`src/sv/abef_pkg.sv`:
```
// Shared types, constants and helpers for the accelerometer filter.
// No dependencies; used by all other files of the block but the macro header.
`default_nettype none

package abef_pkg;

	localparam int SAMPLE_W      = 16;
	localparam int CFG_W         = 17;
	localparam int OUT_W         = 25;
	localparam int AVG_W         = 24;       // sample with 8 fractional bits
	localparam int FRAC_BITS     = 8;
	localparam int DIFF_W        = OUT_W + 1;
	localparam int DEPTH_DEFAULT = 16;

	localparam logic [CFG_W-1:0] FACTOR_RESET = 17'd6554;
	localparam logic [CFG_W-1:0] FACTOR_ONE   = 17'h10000;

	localparam logic signed [OUT_W-1:0] OUT_MAX = 25'sh0FFFFFF;
	localparam logic signed [OUT_W-1:0] OUT_MIN = -25'sh1000000;

	typedef enum logic [1:0] {
		REG_FACTOR   = 2'd0,
		REG_OFFSET_X = 2'd1,
		REG_OFFSET_Y = 2'd2
	} reg_idx_t;

	// pipeline control shared with the per-axis datapath
	typedef struct packed {
		logic adv;
		logic v1;
		logic v2;
		logic v3;
	} pipe_ctl_t;

	function automatic logic signed [OUT_W-1:0] sat_out(input logic signed [DIFF_W-1:0] v);
		logic signed [OUT_W-1:0] r;
		if (v > DIFF_W'(OUT_MAX)) begin
			r = OUT_MAX;
		end else if (v < DIFF_W'(OUT_MIN)) begin
			r = OUT_MIN;
		end else begin
			r = v[OUT_W-1:0];
		end
		return r;
	endfunction

endpackage

`default_nettype wire

```
`src/sv/abef_axis.sv`:
```
// One axis datapath: running boxcar sum, weighted average, smoothing MAC loop.
// Depends on abef_pkg.
`default_nettype none

module abef_axis import abef_pkg::*; #(
	parameter int DEPTH = DEPTH_DEFAULT
) (
	input  wire logic                       clk,
	input  wire logic                       arst_n,
	input  wire pipe_ctl_t                  ctl,
	input  wire logic signed [SAMPLE_W-1:0] sample_new,
	input  wire logic signed [SAMPLE_W-1:0] sample_old,
	input  wire logic        [CFG_W-1:0]    factor,
	output logic signed      [AVG_W-1:0]    smooth
);

	localparam int LG     = $clog2(DEPTH);
	localparam int SUM_W  = SAMPLE_W + LG;
	localparam int SHIFT  = FRAC_BITS - LG;
	localparam int WGT_W  = CFG_W + 1;
	localparam int PROD_W = AVG_W + WGT_W;
	localparam int ACC_W  = PROD_W + 1;

	logic signed [SUM_W-1:0]  sum_q;
	logic signed [SUM_W-1:0]  sum_nxt;
	logic signed [SUM_W-1:0]  sum_s2;
	logic signed [AVG_W-1:0]  avg;
	logic signed [WGT_W-1:0]  wgt_new;
	logic signed [WGT_W-1:0]  wgt_old;
	logic signed [PROD_W-1:0] prod_new;
	logic signed [PROD_W-1:0] prod_s3;
	logic signed [ACC_W-1:0]  acc;
	logic signed [AVG_W-1:0]  smooth_q;

	assign sum_nxt  = sum_q - SUM_W'(sample_old) + SUM_W'(sample_new);
	// sum * 256 / DEPTH, exact
	assign avg      = AVG_W'(sum_s2) <<< SHIFT;
	assign wgt_new  = $signed({1'b0, factor});
	assign wgt_old  = $signed({1'b0, FACTOR_ONE}) - wgt_new;
	assign prod_new = PROD_W'(avg) * PROD_W'(wgt_new);
	// prev*(1-a) + avg*a, round half up
	assign acc      = ACC_W'(prod_s3) + ACC_W'(smooth_q) * ACC_W'(wgt_old)
	                + ACC_W'(1 <<< 15);

	always_ff @(posedge clk or negedge arst_n) begin
		if (!arst_n) begin
			sum_q    <= '0;
			smooth_q <= '0;
		end else if (ctl.adv) begin
			if (ctl.v1) begin
				sum_q <= sum_nxt;
			end
			if (ctl.v3) begin
				smooth_q <= AVG_W'(acc >>> 16);
			end
		end
	end

	always_ff @(posedge clk) begin
		if (ctl.adv) begin
			if (ctl.v1) begin
				sum_s2 <= sum_nxt;
			end
			if (ctl.v2) begin
				prod_s3 <= prod_new;
			end
		end
	end

	assign smooth = smooth_q;

endmodule

`default_nettype wire

```
`config.mk`:
```
export PLATFORM = sky130hd
export DESIGN_NAME = abef_axis
export DESIGN_NICKNAME = d
export VERILOG_FILES = /design/src/sv/abef_pkg.sv /design/src/sv/abef_axis.sv
export SDC_FILE = /design/constraint.sdc
export NUM_CORES = 2
export LEC_CHECK = 0
export ABC_AREA = 1
export BUFFER_PORTS_ARGS = -buffer_cell sky130_fd_sc_hd__clkbuf_2
export CAP_MARGIN = 40
export CELL_PAD_IN_SITES_DETAIL_PLACEMENT = 0
export CELL_PAD_IN_SITES_GLOBAL_PLACEMENT = 1
export CORE_MARGIN = 3
export CORE_UTILIZATION = 35
export DETAILED_ROUTE_END_ITERATION = 10
export PLACE_DENSITY = 0.74
export SLEW_MARGIN = 20
export SYNTH_ARGS = -nofsm -noshare
export SYNTH_HDL_FRONTEND = slang
export SYNTH_SLANG_ARGS = --single-unit
```
`constraint.sdc`:
```
create_clock -name clk -period 5.89 [get_ports clk]
set_clock_uncertainty 0.2 [all_clocks]
set_input_delay 1.178 -clock clk [delete_from_list [all_inputs] [get_ports clk]]
set_output_delay 1.178 -clock clk [all_outputs]
set_load 0.01 [all_outputs]
```
==> results.sh <==
export IMPL_ctsLongestPathBuffers=2
export IMPL_grt_setup_unrepaired="yes"
export IMPL_clkSinkCount=100
export IMPL_numPlacedInstances=5770
export IMPL_cts_inserted_buffers=9
export IMPL_num_fill_cells=9208
export IMPL_postRouteWirelength_um=101000
export IMPL_pin_count=79
export IMPL_clockRootBuffer="sky130_fd_sc_hd__clkbuf_16"
export IMPL_regArea_um2=2780
export IMPL_synth_main_ff_cell="sky130_fd_sc_hd__edfxtp_1"
export IMPL_insertion_delay_ps=410
export IMPL_drt_pass1_iterations=5
export IMPL_drtIter0Drc=1474
export IMPL_ys_ff_latch=100
export IMPL_finalMaxSlewViolations=0
export IMPL_starting_density_pct=35.3
export IMPL_path_common_cell="sky130_fd_sc_hd__fa_1"
export IMPL_first_global_vias=29878
export IMPL_synth_edf_count=56
export IMPL_clock_fmax_mhz=130
export IMPL_cp_top_family="adder cells"
export IMPL_synth_distinct_cells=57
export IMPL_proportion_of_synthesized_chip_area_in_sequential_cells_pct=8.28
export IMPL_groute_usage_overall_pct=21.2
export IMPL_die_area_um2=99700
export IMPL_setup_slack_ps=-1830
export IMPL_grtUsageMet2_pct=37.1
export IMPL_required_ps=6030
export IMPL_post_synth_main_area_contributors="sky130_fd_sc_hd__fa_1 47%, sky130_fd_sc_hd__inv_1 13%, sky130_fd_sc_hd__nand2_1 10%"
export IMPL_slowest_stage_cell_cp="sky130_fd_sc_hd__fa_1"
export IMPL_grt_ovfl_total=0
export IMPL_yosys_area_top_type_share_pct=47.3
export IMPL_placement_io_buffers=78
export IMPL_route_detailed_drc=0
export IMPL_clkTransAtPathRegs_ps=80
export IMPL_yosysWarningCount=0
export IMPL_synth_avg_cell_area_um2=8.28
export IMPL_placement_rows=113
export IMPL_synthArstFlopShare_pct=44.0
export IMPL_nets=5658
export IMPL_drive_above_1_share_pct=23.9
export IMPL_gp_congestion=0.910
export IMPL_arrival_worst_endpoint_ps=7850
export IMPL_worst_slew_pin_slew_ps=732
export IMPL_cts_htree_levels=3
export IMPL_worst_hold_path_type="flip-flop to flip-flop"
export IMPL_relative_slew_slack_pct=51.2
export IMPL_globalRoute_busiestLayer="met2"
export IMPL_groute_layer_met3_usage_pct=1.97
export IMPL_crit_type="input pin to flip-flop"
export IMPL_critPathMaxStageDelay_ps=550
export IMPL_placeableCoreArea_um2=95200
export IMPL_synthesis_nets=5118
export IMPL_synthMostInstantiatedCell="sky130_fd_sc_hd__inv_1"
export IMPL_final_hold_violation_count=0
export IMPL_run_status="finished with violations"
export IMPL_yosys_top_cells_count="1197 x sky130_fd_sc_hd__inv_1, 910 x sky130_fd_sc_hd__nand2_1, 794 x sky130_fd_sc_hd__fa_1"
export IMPL_ctsHoldBuffers=0
export IMPL_largest_net_degree_at_the_start_of_global_routing=45
export IMPL_use_met1_pct=27.9
export IMPL_detail_route_wl_per_cell_um=17.3
export IMPL_dp_final_hpwl_um=85300
export IMPL_dpl_worst_slack_ps=-2570
export IMPL_crit_path_capture_type="flip-flop"
export IMPL_multi_input_comb_area_um2=27700
export IMPL_grt_pass1_wl_um=163000
export IMPL_syn2layout_area_growth_pct=28.2
export IMPL_drt_antenna_violating_nets=0
export IMPL_finalCritPeriodShare_pct=131
export IMPL_period_needed_ps=7720
export IMPL_syn_cell_area_um2=33600
export IMPL_fp_dieH_um=316
export IMPL_maximum_net_fanout_on_the_critical_path=6
export IMPL_yosys_area_top_type="sky130_fd_sc_hd__fa_1"
export IMPL_route_detailed_vias_per_inst=4.62
export IMPL_tritoncts="done"
export IMPL_die_width_um=316
export IMPL_number_of_failing_setup_endpoints_in_the_final_timing_report=46
export IMPL_vias=27105
export IMPL_stdcell_count=5868
export IMPL_number_of_antenna_violations_at_the_first_check_in_global_routing=0
export IMPL_synthesis_instances=4057
export IMPL_max_cap_violations=0
export IMPL_cp_start_kind="input pin"
export IMPL_failing_checks="setup timing"
export IMPL_worst_path_buf_inv=12
==> stage by stage <==
stage	cell area, um^2	util (%)	setup TNS (ps)	hold slack [ps]
floorplan	34500	-	-43720	253
global placement	40000	42.0	-79230	283
detailed placement	40000	42.0	-81590	292
CTS	42300	44.4	-49690	314
global route	43100	45.3	-60390	348
finish	43100	45.3	-51690	306
==> tightest hold or removal path: cells and delay by family (launching register included) <==
| family | cells | cell delay [ps] |
|---|---|---|
| flops | 1 | 370 |
| simple gates | 2 | 110 |
==> path summary, 6_finish.rpt <==
| kind | from | endpoint | slack, ps | cells past startpoint |
|---|---|---|---|---|
| max reg2reg | smooth[23] | smooth[23] | -590 | 26 |
| min in group asynchronous | arst_n | sum_q[18] | 710 | 2 |
| max | factor[1] | smooth[11] | -1830 | 37 |
| min reg2reg | sum_q[19] | sum_q[19] | 310 | 2 |
| min | sum_q[19] | sum_q[19] | 310 | 2 |
| max in group asynchronous | arst_n | smooth[19] | 4280 | 2 |
==> repair_timing <==
action / in CTS / in global routing
setup buffers: 55 / 17
pin swaps: 163 / 118
endpoints found under the hold margin: 0 / 0
resized for setup: 297 / 176
gates cloned: 13 / 0
setup endpoints to repair: 48 / 48
==> metal layers <==
layer	routed length (um)	vias to the layer above	part of all wire [%]
met5	0	-	0
met3	4610	108	4.5
met2	50400	656	50
met4	2980	0	2.9
met1	43400	13727	43
li1	-	12614	-
==> final cells by class <==
| cell class | instances | area share [%] |
|---|---|---|
| timing repair buffer | 675 | 14.2 |
| inverter | 1211 | 10.7 |
| tap | 1265 | 3.67 |
| multi-input combinational | 2600 | 64.2 |
| antenna | 1 | 0.00581 |
| sequential | 100 | 6.46 |
| clock inverter | 7 | 0.195 |
| clock buffer | 9 | 0.523 |
==> cells by family after synthesis <==
logic type               count (synthesis)  share of synthesized area, %
adder cells (fa/ha/maj)               1006                          55.2
buffers and inverters                 1357                          15.3
XOR/XNOR                                75                          1.96
flip-flops                             100                          8.28
AO/OA/AOI/OAI                          236                          3.95
AND/OR/NAND/NOR                       1283                          15.3
==> state kept, by name (all words and copies together) (netlist names) <==
name and flops:
sum_s2 20, prod_s3 36, sum_q 20, smooth 24
==> cell usage in the layout (no fill, tap or decap), types with 41 or more instances in the layout <==
cell type | netlist | routed
sky130_fd_sc_hd__edfxtp_1 | 56 | 56
sky130_fd_sc_hd__nor2_1 | 237 | 212
sky130_fd_sc_hd__ha_4 | 0 | 48
sky130_fd_sc_hd__inv_2 | 7 | 55
sky130_fd_sc_hd__fa_1 | 794 | 761
sky130_fd_sc_hd__dfrtp_1 | 44 | 44
sky130_fd_sc_hd__ha_1 | 212 | 162
sky130_fd_sc_hd__inv_1 | 1197 | 1140
sky130_fd_sc_hd__buf_4 | 2 | 479
sky130_fd_sc_hd__nand2_2 | 14 | 69
sky130_fd_sc_hd__o21ai_0 | 77 | 41
sky130_fd_sc_hd__buf_6 | 3 | 51
sky130_fd_sc_hd__clkbuf_2 | 1 | 65
sky130_fd_sc_hd__buf_12 | 0 | 47
sky130_fd_sc_hd__a21oi_1 | 88 | 51
sky130_fd_sc_hd__nand3_1 | 59 | 50
sky130_fd_sc_hd__nand2_1 | 910 | 816
Power is not shown: default switching activity piles up to over one toggle a cycle in this logic, so the estimate is an artifact.
