File: config.mk
export PLATFORM = sky130hd
export DESIGN_NAME = abef_ring
export DESIGN_NICKNAME = d
export VERILOG_FILES = /design/src/sv/abef_pkg.sv /design/src/sv/abef_ring.sv
export SDC_FILE = /design/constraint.sdc
export NUM_CORES = 1
export LEC_CHECK = 0
export BUFFER_PORTS_ARGS = -buffer_cell sky130_fd_sc_hd__clkbuf_2
export CORE_ASPECT_RATIO = 0.9
export CORE_MARGIN = 3
export CORE_UTILIZATION = 55
export DETAILED_ROUTE_END_ITERATION = 10
export PLACE_DENSITY = 0.72
export SLEW_MARGIN = 5
export SYNTH_ARGS = -nofsm -noshare
export SYNTH_HDL_FRONTEND = slang
export SYNTH_SLANG_ARGS = --single-unit
File: constraint.sdc
create_clock -name clk -period 2.1 [get_ports clk]
set_input_delay 0.105 -clock clk [delete_from_list [all_inputs] [get_ports clk]]
set_output_delay 0.105 -clock clk [all_outputs]
set_load 0.05 [all_outputs]
File: src/sv/abef_pkg.sv
// Shared types, constants and helpers for the accelerometer filter.
// No dependencies; used by all other files of the block but the macro header.
`default_nettype none

package abef_pkg;

	localparam int SAMPLE_W      = 16;
	localparam int CFG_W         = 17;
	localparam int OUT_W         = 25;
	localparam int AVG_W         = 24;       // sample with 8 fractional bits
	localparam int FRAC_BITS     = 8;
	localparam int DIFF_W        = OUT_W + 1;
	localparam int DEPTH_DEFAULT = 16;

	localparam logic [CFG_W-1:0] FACTOR_RESET = 17'd6554;
	localparam logic [CFG_W-1:0] FACTOR_ONE   = 17'h10000;

	localparam logic signed [OUT_W-1:0] OUT_MAX = 25'sh0FFFFFF;
	localparam logic signed [OUT_W-1:0] OUT_MIN = -25'sh1000000;

	typedef enum logic [1:0] {
		REG_FACTOR   = 2'd0,
		REG_OFFSET_X = 2'd1,
		REG_OFFSET_Y = 2'd2
	} reg_idx_t;

	// pipeline control shared with the per-axis datapath
	typedef struct packed {
		logic adv;
		logic v1;
		logic v2;
		logic v3;
	} pipe_ctl_t;

	function automatic logic signed [OUT_W-1:0] sat_out(input logic signed [DIFF_W-1:0] v);
		logic signed [OUT_W-1:0] r;
		if (v > DIFF_W'(OUT_MAX)) begin
			r = OUT_MAX;
		end else if (v < DIFF_W'(OUT_MIN)) begin
			r = OUT_MIN;
		end else begin
			r = v[OUT_W-1:0];
		end
		return r;
	endfunction

endpackage

`default_nettype wire

File: src/sv/abef_ring.sv
// Sample ring: one single-port memory, read-before-write, with per-entry valid bits.
// Depends on abef_pkg.
`default_nettype none

module abef_ring import abef_pkg::*; #(
	parameter int DEPTH = DEPTH_DEFAULT,
	parameter int WIDTH = 2 * SAMPLE_W
) (
	input  wire logic                     clk,
	input  wire logic                     arst_n,
	input  wire logic                     en,
	input  wire logic [$clog2(DEPTH)-1:0] addr,
	input  wire logic [WIDTH-1:0]         wdata,
	output logic      [WIDTH-1:0]         rdata
);

	logic [WIDTH-1:0] mem [DEPTH];
	logic [WIDTH-1:0] rd_q;
	logic [DEPTH-1:0] vld_q;
	logic             hit_q;

	// old contents come out, new sample goes in, same address
	always_ff @(posedge clk) begin
		if (en) begin
			rd_q      <= mem[addr];
			mem[addr] <= wdata;
		end
	end

	// never-written entries read as zero
	always_ff @(posedge clk or negedge arst_n) begin
		if (!arst_n) begin
			vld_q <= '0;
			hit_q <= 1'b0;
		end else if (en) begin
			hit_q       <= vld_q[addr];
			vld_q[addr] <= 1'b1;
		end
	end

	assign rdata = hit_q ? rd_q : '0;

endmodule

`default_nettype wire

==> flow_summary.yaml, run 1 <==
logic_synthesis:
  ys_seq_elements: 561
  seq_area_frac_synth: 0.792
  syn_avg_cell_area_sq_um: 24.9
  postSynth.asyncResetShare: 0.0303
  synthesis.area_sq_mm: 0.0212
  synth_common_cells: "edfxtp_1, mux4_2, and2_1"
  ys_warn_count: 0
  synth-main-ff-cell: "edfxtp_1"
  synthMostInstantiatedCell: "edfxtp_1"
  synth_edf_count: 544
  synth_nets: 888
  yosysTopAreaCell: "edfxtp_1"
  synth_top_area_frac: 0.772
  yosysUniqueCellTypes: 21
  synth.area.top_cells: "edfxtp_1, mux4_2, dfrtp_1"
  syn-instance-count: 849
power:
  peakVddDrop_mv: 0.853
  power_frac_seq: 0.539
  p_leak_uw: 0.00801
  p_clk_frac: 0.387
  fin_total_pwr_uw: 23600
  switchingPower_uw: 5040
  powerDensity_mw_per_mm2: 951
  p_comb_frac: 0.075
  p_int_uw: 18600
  swShare: 0.214
critical_path:
  end_kind: "output port"
  path_cells: "buf_4 > and2_1 > clkbuf_2"
  timing.critical_path.slowest_stage_cell: "dfrtp_1"
  crit_family: "buffers and inverters"
  critical_path_class: "reg2out"
  crit_fanout: 14
  arrival_ns: 1.80
  worst-path-buf-inv: 2
  cp-start-kind: "flip-flop"
  worst_path_largest_cell_delay_ns: 0.37
  worstPathRequired_ns: 2.00
global_route:
  track_usage: 0.231
  grt_pass1_wl_um: 67300
  antenna_found_initial: 0
  grt_pass1_vias: 10182
  grt_max_degree: 28
  grt-ovfl-total: 0
layout:
  drive_gt1_frac: 0.376
  nFillCells: 2335
  final_area_sq_mm: 0.0248
  utilization: 0.660
  antenna_cells: 0
  nets: 1068
  synthToLayoutAreaGrowth_pct: 17.3
die:
  initial_core_util: 0.562
  ios: 71
  die_h_um: 192
  die_area_sq_mm: 0.0409
  rows: 67
  core_area_sq_mm: 0.0376
  die_w_um: 213
clocking:
  cts_tree: "done"
  htreeDepth: 2
  post_cts_buffers: 0
  cts_buffers: 52
  clkSinkCount: 561
  cts-root-buf: "clkbuf_16"
  clock_latency_ns: 0.57
  clockBufferDepth: 3
  cts.clk_slew.worst_paths_ns: 0.06
sta:
  fin_crit_sh: 0.909
  max_freq_ghz: 0.524
  tightest_slew_ns: 0.506
  setup_ws_ns: 0.192
  min_period_ns: 1.91
  clock_skew_ns: 0.0136
  hold_viol_final: 0
  maxSlewViolCount: 0
  setup_viol: 0
  rsz0062_at_grt: "false"
  slew_headroom: 0.663
placed_design:
  dp_slack_ns: 0.177
  place_hpwl_um: 24900
  dpl_cell_area_sq_mm: 0.0228
  routabilityCongestion: 0.739
  place.port_buffers: 70
routing:
  viasPerCell: 6.19
  ant_nets: 0
  drc_errors: 0
  routedWlPerCell_um: 29.0
  routed_wl_um: 45000
  dr.pass1.iters: 5
  num_vias: 9596
  drtIter0Drc: 1064
status:
  outcome: "finished, final reports clean"
min_path:
  holdCritPathClass: "in2async"
job:
  drv_cap: 0
==> placed cells by master, fill, tap and decap left out, drive strengths merged, types with 2 or more instances in the layout <==
master / instances
edfxtp: 544
mux4: 163
clkbuf: 131
buf: 66
dlygate4sd3: 35
and2: 32
clkinv: 20
dfrtp: 17
or2: 16
nor2: 14
bufinv: 5
nor3: 4
nand3b: 3
clkinvlp: 3
inv: 3
nand3: 2
nand2b: 2
or3b: 2
mux2i: 2
==> routing by layer <==
| metal | part of all wire | vias up | GRT usage |
|---|---|---|---|
| met2 | 0.51 | 350 | 0.377 |
| met5 | 0 | - | 0 |
| li1 | - | 3988 | - |
| met3 | 0.067 | 65 | 0.0389 |
| met1 | 0.41 | 5193 | 0.336 |
| met4 | 0.018 | 0 | 0.0527 |
==> layout make-up <==
| type | instances | area, sq um | share of cell area |
|---|---|---|---|
| timing repair buffer | 169 | 1520 | 0.0613 |
| inverter | 1 | 3.75 | 0.000151 |
| clock buffer | 63 | 1360 | 0.0549 |
| multi-input combinational | 244 | 4290 | 0.173 |
| clock inverter | 30 | 284 | 0.0114 |
| sequential | 561 | 16800 | 0.675 |
| tap | 483 | 604 | 0.0243 |
==> worst paths after layout <==
path | from | to | slack [ns] | cells past startpoint
setup / recovery | hit_q$_DFFE_PN0P_ | rdata[2] | 0.19 | 3
hold / removal | arst_n | vld_q[5]$_DFFE_PN0P_ | 0.04 | 2
setup reg to reg | vld_q[15]$_DFFE_PN0P_ | hit_q$_DFFE_PN0P_ | 0.35 | 4
hold reg to reg | vld_q[14]$_DFFE_PN0P_ | vld_q[14]$_DFFE_PN0P_ | 0.47 | 1
max in group asynchronous | arst_n | vld_q[9]$_DFFE_PN0P_ | 1.75 | 2
min in group clk | en | rd_q[10]$_DFFE_PP_ | 0.11 | 2
==> flip-flops by register name (all words and copies together), names as in the netlist <==
name   cells
mem      512
vld_q     16
rd_q      32
hit_q      1
==> logic make-up (layout without fill, tap and decap cells) <==
logic type,count (synthesis),in the layout,share of synthesized area
compound gates,3,3,0.00124
buf+inv,44,263,0.0120
mux,165,165,0.174
simple gates,76,76,0.0207
flops,561,561,0.792
==> repair_timing <==
action / in CTS / in global routing
endpoints found under the hold margin: 530 / 0
gates resized for setup: 0 / 0
hold buffers: 35 / 0
==> power groups by stage <==
stage / Clock, uW / Sequential, uW / Combinational, uW
4_1_cts: 9290 / 12700 / 1780
5_1_grt: 9760 / 12700 / 1870
3_5_place_dp: 0 / 13000 / 1720
6_report: 9130 / 12700 / 1760
3_3_place_gp: 0 / 12900 / 1690
2_1_floorplan: 0 / 12900 / 1110
==> through the flow <==
| stage | cells | TNS (ns) | hold slack (ns) |
|---|---|---|---|
| 2_1_floorplan | 849 | -37.55 | -0.191 |
| 4_1_cts | 1551 | 0 | 0.0311 |
| 3_3_place_gp | 1423 | 0 | 0.0500 |
| 6_report | 1551 | 0 | 0.0397 |
| 3_5_place_dp | 1423 | 0 | 0.0558 |
| 5_1_grt | 1551 | 0 | 0.0457 |
==> worst reg2reg max path, delay by kind of cell (launching register included) <==
family / cells / cell delay (ns)
AOI/OAI and AO/OA: 1 / 0.09
buffers and inverters: 1 / 0.57
DFF: 1 / 0.38
muxes: 1 / 0.48
and+or+nand+nor: 1 / 0.11
(Power assumes the default switching activity.)
==> run 2: changes to the inputs <==
- BUFFER_PORTS_ARGS: -buffer_cell sky130_fd_sc_hd__clkbuf_2 -> -buffer_cell sky130_fd_sc_hd__buf_2
==> flow_summary.yaml, run 2 (synthesis gave the netlist of run 1 again) <==
layout:
  regMostFlops: "mem"
  synthToLayoutAreaGrowth_pct: 17.4
  largest_reg_flops: 512
  final_area_sq_mm: 0.0249
  nets: 1072
  layout_commonest_cell: "edfxtp_1"
  top_regs: "mem: 512 flops, rd_q: 32 flops, vld_q: 16 flops"
  utilization: 0.660
  drive_gt1_frac: 0.377
  most-common-layout-cells: "edfxtp_1, mux4_2, buf_2"
sta:
  clock_skew_ns: 0.0126
  max_freq_ghz: 0.532
  maxSlewViolCount: 0
  setup_viol: 0
  rsz0062_at_grt: "false"
  slew_headroom: 0.522
  min_period_ns: 1.88
  fin_hold_ws_ns: 0.0803
  tightest_slew_ns: 0.714
  hold_viol_final: 0
  fin_crit_sh: 0.895
  setup_tns_ns: 0
critical_path:
  worstPathRequired_ns: 2.00
  arrival_ns: 1.77
  timing.critical_path.slowest_stage_cell: "dfrtp_2"
  worst_path_largest_cell_delay_ns: 0.44
  crit_fanout: 7
  cp-start-kind: "flip-flop"
  worst-path-buf-inv: 2
  path_cells: "buf_4 > and2_1 > buf_2"
  end_kind: "output port"
  crit_family: "buffers and inverters"
  critical_path_class: "reg2out"
clocking:
  clkSinkCount: 561
  cts.clk_slew.worst_paths_ns: 0.06
  cts_buffers: 53
  cts-root-buf: "clkbuf_16"
  clock_latency_ns: 0.58
  cts_tree: "done"
  clockBufferDepth: 3
  htreeDepth: 2
power:
  fin_total_pwr_uw: 23400
  peakVddDrop_mv: 0.990
  p_leak_uw: 0.00803
  powerDensity_mw_per_mm2: 940
job:
  drv_cap: 0
routing:
  num_vias: 9592
  drtIter0Drc: 1216
  dr.pass1.iters: 5
  viasPerCell: 6.14
  ant_nets: 0
  routedWlPerCell_um: 28.5
  routed_wl_um: 44400
  drc_errors: 0
global_route:
  antenna_found_initial: 2
  grt-ovfl-total: 0
  grt_pass1_wl_um: 66400
  grt_max_degree: 31
  grt_pass1_vias: 10084
  track_usage: 0.227
die:
  ios: 71
  die_area_sq_mm: 0.0409
  initial_core_util: 0.562
  core_area_sq_mm: 0.0376
  die_h_um: 192
  rows: 67
  die_w_um: 213
placed_design:
  dpl_cell_area_sq_mm: 0.0229
  routabilityCongestion: 0.731
  place_hpwl_um: 25000
  place.port_buffers: 70
min_path:
  holdCritPathClass: "in2reg"
status:
  outcome: "finished, final reports clean"
==> run 2: changes by cell type in the layout (fill, tap and decap cells not counted), moves of 3 or more <==
| cell | before | now |
|---|---|---|
| clkbuf_2 | 68 | 0 |
| buf_2 | 0 | 68 |
| buf_12 | 26 | 29 |
| clkinv_2 | 5 | 11 |
| bufinv_16 | 5 | 2 |
| clkbuf_1 | 10 | 14 |
==> run 2: power by group <==
| part | switching (uW) | internal (uW) |
|---|---|---|
| registers | 100 | 12600 |
| clock network | 3970 | 4920 |
| logic | 1040 | 731 |
==> run 2: worst min-delay path, delay by kind of cell <==
kind,cells,cell delay [ns]
and+or+nand+nor,1,0.10
AOI/OAI and AO/OA,2,0.27
buffers and inverters,1,0.16
==> run 2: worst paths after layout <==
| path | startpoint | end | slack, ns | cells past startpoint |
|---|---|---|---|---|
| worst max register to register | vld_q[14]$_DFFE_PN0P_ | hit_q$_DFFE_PN0P_ | 0.41 | 4 |
| max in group asynchronous | arst_n | hit_q$_DFFE_PN0P_ | 0.28 | 4 |
| min in group asynchronous | arst_n | vld_q[0]$_DFFE_PN0P_ | 0.47 | 3 |
| worst min-delay path | addr[3] | hit_q$_DFFE_PN0P_ | 0.08 | 4 |
| worst min register to register | vld_q[7]$_DFFE_PN0P_ | vld_q[7]$_DFFE_PN0P_ | 0.46 | 1 |
| worst max-delay path | hit_q$_DFFE_PN0P_ | rdata[2] | 0.22 | 3 |
==> run 2: per-layer routing <==
layer / GRT usage / routed length [um] / part of all wire
met1: 0.336 / 18500 / 0.42
met2: 0.367 / 22100 / 0.50
met3: 0.0364 / 3080 / 0.069
met4: 0.0530 / 749 / 0.017
met5: 0 / 11 / 0.00025
==> run 2: metrics by stage <==
stage,setup WS [ns],cells
after floorplan,-0.340,849
after global placement,0.201,1422
after detailed placement,0.167,1422
after CTS,0.165,1561
after global routing,0.145,1562
final,0.221,1562
==> run 2: timing repair <==
action / CTS / global route
hold endpoints to repair: 530 / 0
endpoints found under the setup margin: 26 / 0
resized for setup: 1 / 0
setup buffers: 2 / 0
hold buffers: 37 / 0
==> run 2: layout make-up <==
type                            instances  area (sq um)
Tap cell                              483           604
Clock buffer                           67          1380
Multi-Input combinational cell        244          4290
Fill cell                            2311         12800
Antenna cell                            1          2.50
Clock inverter                         33           228
Inverter                                1          3.75
Sequential cell                       561         16800
Timing Repair Buffer                  172          1590
